**src/rtl/ffa_pkg.sv**
```systemverilog
// Shared constants, codes and types of the first-fit offset allocator.
// No dependencies; imported by ffa_size_align and first_fit_offset_allocator_core.
package ffa_pkg;

   localparam int FREE_ENTRIES_DEF = 16;
   localparam int OFFSET_BITS_DEF  = 32;

   localparam int LEN_W   = 32;          // length field width
   localparam int SIZE_W  = LEN_W + 1;   // aligned length, may carry out
   localparam int SHIFT_W = 3;           // align_shift register width
   localparam int OUT_W   = 32;          // result fields width

   localparam int REQ_W = 72;            // 65 payload bits padded to bytes
   localparam int RSP_W = 136;           // 130 payload bits padded to bytes

   localparam logic [SHIFT_W-1:0] ALIGN_RESET = 3'd3;
   localparam logic [SHIFT_W-1:0] ALIGN_MAX   = 3'd6;

   localparam logic CMD_ALLOC = 1'b0;
   localparam logic CMD_FREE  = 1'b1;

   typedef logic [1:0] status_type;
   localparam status_type ST_OK       = 2'd0;
   localparam status_type ST_LEAKED   = 2'd1;
   localparam status_type ST_OVERFLOW = 2'd2;

endpackage

```
**src/rtl/first_fit_offset_allocator_core.sv**
```systemverilog
// Sequence: an overflow or a zero-length free is answered straight from decode; an allocation
// may scan the table, remove the chosen entry and reinsert a split remainder; the response then
// waits on rsp_tready.
// Throughput: one transaction at a time; the table read is registered, so each table entry
// visit passes a read state before its check or write state, and the scan/shift sets the rate.
// Reset (synchronous, active high): empty free table, heap end, used and peak cleared,
// alignment shift 3. The free table memory is not cleared; entries beyond the count are
// never read.
module first_fit_offset_allocator_core #(
   parameter int FREE_ENTRIES = ffa_pkg::FREE_ENTRIES_DEF,
   parameter int OFFSET_BITS  = ffa_pkg::OFFSET_BITS_DEF
) (
   input  logic                         clock,
   input  logic                         reset,
   // request: [0] command, [32:1] offset, [64:33] length, rest zero
   input  logic                         req_tvalid,
   output logic                         req_tready,
   input  logic [ffa_pkg::REQ_W-1:0]    req_tdata,
   // response: [31:0] granted_offset, [63:32] used_bytes, [95:64] peak_bytes,
   // [127:96] heap_top, [129:128] status, rest zero
   output logic                         rsp_tvalid,
   input  logic                         rsp_tready,
   output logic [ffa_pkg::RSP_W-1:0]    rsp_tdata,
   // alignment shift register write
   input  logic                         csr_wen,
   input  logic [ffa_pkg::SHIFT_W-1:0]  csr_wdata
);
   import ffa_pkg::*;

   localparam int OB = OFFSET_BITS;
   localparam int CW = $clog2(FREE_ENTRIES + 1);   // counts 0..FREE_ENTRIES
   localparam int AW = $clog2(FREE_ENTRIES);       // table address
   localparam int XW = OB + SIZE_W;
   localparam logic [CW-1:0] FULL_COUNT = CW'(FREE_ENTRIES);

   typedef enum logic [4:0] {
      S_IDLE, S_DECODE, S_A_RD, S_A_CHK, S_A_HEAP, S_RM_RD, S_RM_WR,
      S_RS_START, S_RS_SIZE, S_IN_RD, S_IN_CHK, S_PLACE, S_F_MP, S_F_MN,
      S_MG1, S_MG2, S_MN_WR, S_INS, S_UP_RD, S_UP_WR, S_DONE
   } state_type;

   state_type state_ff;

   // free table memory, (start, size) per entry, kept sorted by start
   logic [OB-1:0] start_mem [FREE_ENTRIES];
   logic [OB-1:0] size_mem  [FREE_ENTRIES];
   logic [OB-1:0] rd_start_ff, rd_size_ff;
   logic [CW-1:0] rd_idx;
   logic          wr_en;
   logic [CW-1:0] wr_idx;
   logic [OB-1:0] wr_start, wr_size;

   logic [SHIFT_W-1:0] align_ff;
   logic               cmd_ff, ovf_ff, rem_ff, mp_ff, mn_ff, have_cur_ff;
   logic [OB-1:0]      addr_ff, size_ff, heap_ff, used_ff, peak_ff, granted_ff;
   logic [OB-1:0]      ins_start_ff, ins_size_ff, bs_ff, bz_ff, tmp_ff;
   logic [OB-1:0]      prev_start_ff, prev_size_ff, cur_start_ff, cur_size_ff;
   logic [CW-1:0]      idx_ff, pos_ff, count_ff;
   status_type         status_ff;

   // request unpack and alignment
   logic              req_cmd;
   logic [LEN_W-1:0]  req_offset, req_length;
   logic [SIZE_W-1:0] req_size;
   logic [XW-1:0]     req_size_x;

   assign req_cmd    = req_tdata[0];
   assign req_offset = req_tdata[32:1];
   assign req_length = req_tdata[64:33];

   ffa_size_align u_align (
      .length (req_length),
      .shift  (align_ff),
      .size   (req_size)
   );

   assign req_size_x = XW'(req_size);

   // shared adder/subtractor: operands chosen by the sequencer state
   logic [OB-1:0] alu_a, alu_b;
   logic          alu_sub;
   logic [OB:0]   alu_sum;

   always_comb begin
      alu_a   = addr_ff;
      alu_b   = size_ff;
      alu_sub = 1'b0;
      case (state_ff)
         S_A_HEAP:   alu_a = heap_ff;
         S_RS_START: alu_a = bs_ff;
         S_RS_SIZE: begin
            alu_a   = bz_ff;
            alu_sub = 1'b1;
         end
         S_F_MP: begin
            alu_a = prev_start_ff;
            alu_b = prev_size_ff;
         end
         S_MG1:      alu_a = prev_size_ff;
         S_MG2: begin
            alu_a = tmp_ff;
            alu_b = cur_size_ff;
         end
         S_MN_WR:    alu_a = cur_size_ff;
         default:    alu_a = addr_ff;
      endcase
   end

   assign alu_sum = alu_sub ? ({1'b0, alu_a} - {1'b0, alu_b})
                            : ({1'b0, alu_a} + {1'b0, alu_b});

   // saturating usage counters
   logic [OB:0]   used_sum;
   logic [OB-1:0] used_add, used_sub, peak_in;

   assign used_sum = {1'b0, used_ff} + {1'b0, size_ff};
   assign used_add = used_sum[OB] ? {OB{1'b1}} : used_sum[OB-1:0];
   assign used_sub = (used_ff >= size_ff) ? (used_ff - size_ff) : '0;
   assign peak_in  = (used_add > peak_ff) ? used_add : peak_ff;

   // table read address and write port, steered by state
   always_comb begin
      rd_idx   = idx_ff;
      wr_en    = 1'b0;
      wr_idx   = idx_ff;
      wr_start = rd_start_ff;
      wr_size  = rd_size_ff;
      case (state_ff)
         S_RM_RD: rd_idx = idx_ff + CW'(1);
         S_UP_RD: begin
            rd_idx = idx_ff - CW'(1);
            if (idx_ff <= pos_ff) begin
               wr_en    = 1'b1;
               wr_idx   = pos_ff;
               wr_start = ins_start_ff;
               wr_size  = ins_size_ff;
            end
         end
         S_RM_WR, S_UP_WR: wr_en = 1'b1;
         S_MG1: begin
            wr_en    = !mn_ff;
            wr_idx   = pos_ff - CW'(1);
            wr_start = prev_start_ff;
            wr_size  = alu_sum[OB-1:0];
         end
         S_MG2: begin
            wr_en    = 1'b1;
            wr_idx   = pos_ff - CW'(1);
            wr_start = prev_start_ff;
            wr_size  = alu_sum[OB-1:0];
         end
         S_MN_WR: begin
            wr_en    = 1'b1;
            wr_idx   = pos_ff;
            wr_start = addr_ff;
            wr_size  = alu_sum[OB-1:0];
         end
         default: rd_idx = idx_ff;
      endcase
   end

   always_ff @(posedge clock) begin
      if (wr_en) begin
         start_mem[wr_idx[AW-1:0]] <= wr_start;
         size_mem[wr_idx[AW-1:0]]  <= wr_size;
      end
      rd_start_ff <= start_mem[rd_idx[AW-1:0]];
      rd_size_ff  <= size_mem[rd_idx[AW-1:0]];
   end

   // alignment register
   always_ff @(posedge clock) begin
      if (reset) begin
         align_ff <= ALIGN_RESET;
      end else if (csr_wen) begin
         align_ff <= csr_wdata;
      end
   end

   // sequencer
   always_ff @(posedge clock) begin
      if (reset) begin
         state_ff <= S_IDLE;
         count_ff <= '0;
         heap_ff  <= '0;
         used_ff  <= '0;
         peak_ff  <= '0;
      end else begin
         case (state_ff)
            S_IDLE: begin
               if (req_tvalid) begin
                  cmd_ff   <= req_cmd;
                  addr_ff  <= OB'(req_offset);
                  size_ff  <= req_size_x[OB-1:0];
                  ovf_ff   <= |(req_size_x >> OB);
                  state_ff <= S_DECODE;
               end
            end
            S_DECODE: begin
               granted_ff <= '0;
               status_ff  <= ST_OK;
               idx_ff     <= '0;
               if (ovf_ff) begin
                  status_ff <= ST_OVERFLOW;
                  state_ff  <= S_DONE;
               end else if (cmd_ff == CMD_ALLOC) begin
                  state_ff <= (count_ff == '0) ? S_A_HEAP : S_A_RD;
               end else if (size_ff == '0) begin
                  state_ff <= S_DONE;
               end else begin
                  used_ff <= used_sub;
                  // a free ending at the heap end pulls the heap end back
                  if (alu_sum == {1'b0, heap_ff}) begin
                     heap_ff  <= addr_ff;
                     state_ff <= S_DONE;
                  end else begin
                     ins_start_ff <= addr_ff;
                     ins_size_ff  <= size_ff;
                     state_ff     <= S_IN_RD;
                  end
               end
            end
            S_A_RD: state_ff <= S_A_CHK;
            S_A_CHK: begin
               if (rd_size_ff >= size_ff) begin
                  // first fit: take it, split off the remainder later
                  granted_ff <= rd_start_ff;
                  bs_ff      <= rd_start_ff;
                  bz_ff      <= rd_size_ff;
                  rem_ff     <= rd_size_ff > size_ff;
                  used_ff    <= used_add;
                  peak_ff    <= peak_in;
                  state_ff   <= S_RM_RD;
               end else if (idx_ff + CW'(1) == count_ff) begin
                  state_ff <= S_A_HEAP;
               end else begin
                  idx_ff   <= idx_ff + CW'(1);
                  state_ff <= S_A_RD;
               end
            end
            S_A_HEAP: begin
               if (alu_sum[OB]) begin
                  status_ff <= ST_OVERFLOW;
               end else begin
                  granted_ff <= heap_ff;
                  heap_ff    <= alu_sum[OB-1:0];
                  used_ff    <= used_add;
                  peak_ff    <= peak_in;
               end
               state_ff <= S_DONE;
            end
            S_RM_RD: begin
               if (idx_ff + CW'(1) < count_ff) begin
                  state_ff <= S_RM_WR;
               end else begin
                  count_ff <= count_ff - CW'(1);
                  state_ff <= (cmd_ff == CMD_ALLOC && rem_ff) ? S_RS_START : S_DONE;
               end
            end
            S_RM_WR: begin
               idx_ff   <= idx_ff + CW'(1);
               state_ff <= S_RM_RD;
            end
            S_RS_START: begin
               ins_start_ff <= alu_sum[OB-1:0];
               state_ff     <= S_RS_SIZE;
            end
            S_RS_SIZE: begin
               ins_size_ff <= alu_sum[OB-1:0];
               idx_ff      <= '0;
               state_ff    <= S_IN_RD;
            end
            S_IN_RD: begin
               if (idx_ff == count_ff) begin
                  pos_ff      <= idx_ff;
                  have_cur_ff <= 1'b0;
                  state_ff    <= S_PLACE;
               end else begin
                  state_ff <= S_IN_CHK;
               end
            end
            S_IN_CHK: begin
               if (rd_start_ff < ins_start_ff) begin
                  prev_start_ff <= rd_start_ff;
                  prev_size_ff  <= rd_size_ff;
                  idx_ff        <= idx_ff + CW'(1);
                  state_ff      <= S_IN_RD;
               end else if (rd_start_ff == ins_start_ff) begin
                  // same start already free: leave the table alone
                  state_ff <= S_DONE;
               end else begin
                  pos_ff       <= idx_ff;
                  have_cur_ff  <= 1'b1;
                  cur_start_ff <= rd_start_ff;
                  cur_size_ff  <= rd_size_ff;
                  state_ff     <= S_PLACE;
               end
            end
            S_PLACE: state_ff <= (cmd_ff == CMD_FREE) ? S_F_MP : S_INS;
            S_F_MP: begin
               mp_ff    <= (pos_ff != '0) && (alu_sum == {1'b0, addr_ff});
               state_ff <= S_F_MN;
            end
            S_F_MN: begin
               mn_ff <= have_cur_ff && (alu_sum == {1'b0, cur_start_ff});
               if (mp_ff) begin
                  state_ff <= S_MG1;
               end else if (have_cur_ff && (alu_sum == {1'b0, cur_start_ff})) begin
                  state_ff <= S_MN_WR;
               end else begin
                  state_ff <= S_INS;
               end
            end
            S_MG1: begin
               tmp_ff   <= alu_sum[OB-1:0];
               idx_ff   <= pos_ff;
               state_ff <= mn_ff ? S_MG2 : S_DONE;
            end
            S_MG2:   state_ff <= S_RM_RD;   // drop the successor it absorbed
            S_MN_WR: state_ff <= S_DONE;
            S_INS: begin
               if (count_ff == FULL_COUNT) begin
                  if (cmd_ff == CMD_FREE) begin
                     status_ff <= ST_LEAKED;
                  end
                  state_ff <= S_DONE;
               end else begin
                  idx_ff   <= count_ff;
                  state_ff <= S_UP_RD;
               end
            end
            S_UP_RD: begin
               if (idx_ff > pos_ff) begin
                  state_ff <= S_UP_WR;
               end else begin
                  count_ff <= count_ff + CW'(1);
                  state_ff <= S_DONE;
               end
            end
            S_UP_WR: begin
               idx_ff   <= idx_ff - CW'(1);
               state_ff <= S_UP_RD;
            end
            S_DONE: begin
               if (rsp_tready) begin
                  state_ff <= S_IDLE;
               end
            end
            default: state_ff <= S_IDLE;
         endcase
      end
   end

   assign req_tready = (state_ff == S_IDLE);
   assign rsp_tvalid = (state_ff == S_DONE);
   assign rsp_tdata  = {6'd0, status_ff, OUT_W'(heap_ff), OUT_W'(peak_ff),
                        OUT_W'(used_ff), OUT_W'(granted_ff)};

`ifndef SYNTH
   a_count_bound: assert property (@(posedge clock) disable iff (reset)
      count_ff <= FULL_COUNT)
      else $error("free entry count above table depth");

   a_one_side: assert property (@(posedge clock) disable iff (reset)
      req_tready |-> !rsp_tvalid)
      else $error("request taken while a response is pending");

   a_peak: assert property (@(posedge clock) disable iff (reset)
      used_ff <= peak_ff)
      else $error("used bytes above peak");

   a_done_exit: assert property (@(posedge clock) disable iff (reset)
      (rsp_tvalid && rsp_tready) |=> req_tready)
      else $error("sequencer did not return to idle after response");
`endif

endmodule

```
**src/rtl/ffa_size_align.sv**
```systemverilog
// Rounds a byte length up to the alignment granule (2**shift, shift capped).
// Depends on ffa_pkg.
module ffa_size_align (
   input  logic [ffa_pkg::LEN_W-1:0]   length,
   input  logic [ffa_pkg::SHIFT_W-1:0] shift,
   output logic [ffa_pkg::SIZE_W-1:0]  size
);
   import ffa_pkg::*;

   logic [SHIFT_W-1:0] sh;
   logic [SIZE_W-1:0]  gmask;

   assign sh    = (shift > ALIGN_MAX) ? ALIGN_MAX : shift;
   assign gmask = (SIZE_W'(1) << sh) - SIZE_W'(1);
   assign size  = (SIZE_W'(length) + gmask) & ~gmask;

endmodule

```
**config.mk**
```make
export PLATFORM = sky130hd
export DESIGN_NAME = first_fit_offset_allocator_core
export DESIGN_NICKNAME = d
export VERILOG_FILES = /design/src/rtl/ffa_pkg.sv /design/src/rtl/first_fit_offset_allocator_core.sv /design/src/rtl/ffa_size_align.sv
export SDC_FILE = /design/constraint.sdc
export NUM_CORES = 2
export LEC_CHECK = 0
export BUFFER_PORTS_ARGS = -buffer_cell sky130_fd_sc_hd__buf_2
export CAP_MARGIN = 20
export CELL_PAD_IN_SITES_DETAIL_PLACEMENT = 1
export CELL_PAD_IN_SITES_GLOBAL_PLACEMENT = 2
export CORE_ASPECT_RATIO = 0.7
export CORE_MARGIN = 10
export CORE_UTILIZATION = 35
export CTS_CLUSTER_DIAMETER = 80
export DETAILED_ROUTE_END_ITERATION = 16
export GPL_TIMING_DRIVEN = 0
export PLACE_DENSITY_LB_ADDON = 0.08
export SLEW_MARGIN = 20
export SYNTH_ARGS = -nofsm -noshare
export SYNTH_HDL_FRONTEND = slang
export SYNTH_SLANG_ARGS = --single-unit
```
**constraint.sdc**
```tcl
create_clock -name clock -period 13.7 [get_ports clock]
set_clock_uncertainty 0.05 [all_clocks]
set_input_delay 1.37 -clock clock [delete_from_list [all_inputs] [get_ports clock]]
set_output_delay 1.37 -clock clock [all_outputs]
set_load 0.01 [all_outputs]
```
==> metrics.txt <==
P_leak 31.0 nW; First-pass DRT Iterations 8; largest net degree at the start of global routing 23; DR vias/cell 6.05; Setup Fix Bufs, Post-CTS 0; DRT Wirelength 340 mm; gr usage total 27.6%; Tcrit/Tclk final 92.8%; fin crit period 12.72 ns; HPWL after DPL 261 mm; Die Area 237000 µm²; vias 55844; vias in the first global route 53832; gpl congestion 0.974; Achievable Freq 78.6 MHz; Main synth FF type edfxtp_1; DP Cell Count 8893; Buf/Inv on CP 14; Critical path origin state_ff[1]$_SDFFE_PP0P_; Hold Buf Count CTS 0; number of flops mapped to enable cells by yosys 1426; chip height 410 µm; worst-path maximum fanout 12; total power 0.0258 W; clk sink count 1599; Hold WS 0.463 ns; Clock Tree Root clkbuf_16; cell family contributing the most delay on the critical path buffers and inverters; CTS Buffer Depth 4; first-pass GRT wire length 460 mm; Top cell by count, worst path buf_2; CP Capture Type register; Layout area overhead 17.3%; initial drt markers 8176; post-layout worst setup margin 0.984 ns; # nets final 6500; Worst EP arrival 13.17 ns; Yosys reg bits 1599; GRT overflow 0; chip width 577 µm; synth unique cells 92; core area 217000 µm²; synth warn 0; worst skew pair latency 0.85 ns; CTS Buf Count 176; syn avg cell area 13.6 µm²; Finished Layout Cells 9224; Initial Util 35.1%; Max Slew Vio Count 0; Pwr Density 289 nW/µm²; row count 143; DRC errors left 0; post_cts resized 0; Reg clk slew, reported paths 0.06 ns; Hold Crit Class register to register; Cells after Synth 5608; share of layout cells above drive strength 1 17.2%; FILL cells 22250; routed len/inst 36.8 µm; Synth Cell Area 76100 µm²; Async SR Flop Fraction 0%; CTS tree yes; status complete, no violations; maximum VDD drop 202 µV; initial antenna violation count 32; Seq/Total Area, Yosys 60.8%; Worst Max-Slew Pin Slew 1.35 ns; Core Util, Final 41.2%; slew margin rel. 10.2%; critical path data required time 14.16 ns; CP Launch Type register; max-cap violation count 0; Crit-path slowest cell xor2_2; Worst R2R Start state_ff[1]$_SDFFE_PP0P_; Crit Path Class register to register; pre-CTS setup slack 1.61 ns; Final setup viols 0; IO Port Bufs 203; RSZ-0062 raised after global routing false; Slowest Stage Delay on Critical Path 0.85 ns; HP Start peak_ff[17]$_SDFFE_PP0P_; I/O pin total 218; final hold vios 0; post-route ant nets 0; H-tree Lvls 4
==> worst paths after layout <==
| path | end | slack [ns] | depth (start not counted) |
|---|---|---|---|
| worst max-delay path | ins_start_ff[16]$_DFFE_PP_ | 0.98 | 29 |
| worst min-delay path | peak_ff[17]$_SDFFE_PP0P_ | 0.46 | 2 |
| worst max register to register | ins_start_ff[16]$_DFFE_PP_ | 0.98 | 29 |
| worst min register to register | peak_ff[17]$_SDFFE_PP0P_ | 0.46 | 2 |
==> metrics by stage <==
stage	cell area (µm²)	TNS (ns)
detailed placement	83700	0
global placement	80800	-425.90
CTS	89200	0
finish	89300	0
floorplan	76200	0
global route	89200	0
==> tightest hold or removal path: stages (launching register included) <==
cell      delay, ns
dfxtp_1        0.32
nor2_1         0.10
a311oi_1       0.05
==> cell usage in the layout (no fill, tap or decap), types with 63 or more instances in the layout <==
master	n
a211oi_1	92
a21o_1	63
a21oi_1	258
a222oi_1	78
a22oi_1	74
a311oi_1	73
buf_2	250
clkbuf_1	259
clkbuf_16	178
dfxtp_1	173
edfxtp_1	1426
ha_1	242
inv_1	236
mux2i_1	80
mux4_2	256
nand2_1	421
nand4_1	63
nor2_1	325
nor2b_1	94
nor3_1	99
o21ai_0	169
xnor2_1	131
xor2_1	66
==> per-layer routing <==
| metal | up-vias | wire length, µm | global-route usage [%] |
|---|---|---|---|
| met4 | 16 | 8170 | 6.38 |
| met3 | 426 | 37100 | 7.97 |
| li1 | 23109 | - | - |
| met5 | - | 483 | 1.26 |
| met2 | 2876 | 134000 | 36.9 |
| met1 | 29417 | 160000 | 43.3 |
==> cell type report <==
cell class                 count  area (µm²)  share of cell area (%)
sequential                  1599       46300                    51.8
tap                         2900        3630                    4.06
buffer                       339        1470                    1.65
clock inverter                63         593                   0.664
timing repair buffer         359        3340                    3.74
inverter                     238         893                    1.00
clock buffer                 247        4900                    5.49
multi-input combinational   3460       28100                    31.5
antenna                       19        47.5                  0.0533
==> sequential cells by signal, summed over array words and instances, names as in the netlist, 32 cells and up <==
register,count
addr_ff,32
bs_ff,32
bz_ff,32
cur_size_ff,32
cur_start_ff,32
granted_ff,32
heap_ff,32
ins_size_ff,32
ins_start_ff,32
peak_ff,32
prev_size_ff,32
prev_start_ff,32
rd_size_ff,32
rd_start_ff,32
size_ff,32
size_mem,512
start_mem,512
tmp_ff,32
used_ff,32
==> cells in the mapped netlist, types with 53 or more instances <==
cell type / n / area share, %
a311oi_1: 77 / 0.89
nor3_1: 104 / 0.68
dfxtp_1: 173 / 4.6
nand2_1: 421 / 2.1
o21ai_0: 179 / 1.2
xnor2_1: 145 / 1.7
a21oi_1: 258 / 1.7
nor2b_1: 94 / 0.77
edfxtp_1: 1426 / 56
ha_1: 242 / 4.0
nand4_1: 63 / 0.52
a22oi_1: 74 / 0.73
a222oi_1: 78 / 1.0
nand3_1: 57 / 0.37
a211oi_1: 94 / 0.93
nand2b_1: 57 / 0.47
inv_1: 236 / 1.2
xor2_1: 74 / 0.85
clkbuf_1: 228 / 1.1
mux4_2: 256 / 7.6
buf_1: 59 / 0.29
mux2i_1: 80 / 1.1
nor2_1: 345 / 1.7
a22o_1: 53 / 0.61
a21o_1: 63 / 0.62
a31oi_1: 56 / 0.46
==> cell families after synthesis <==
logic type	share of synthesized area (%)
fa+ha+maj	4.11
flops	60.8
simple gates	8.39
buf+inv	3.05
xor+xnor	2.85
compound gates	12.1
mux	8.66
other cells	0.00987
==> where the power goes <==
group	internal [W]	switching (W)
Combinational	0.00406	0.00937
Sequential	0.00667	0.000968
Clock	0.00266	0.00204
Total	0.0134	0.0124
No activity file was read; power rests on OpenSTA's default activity.
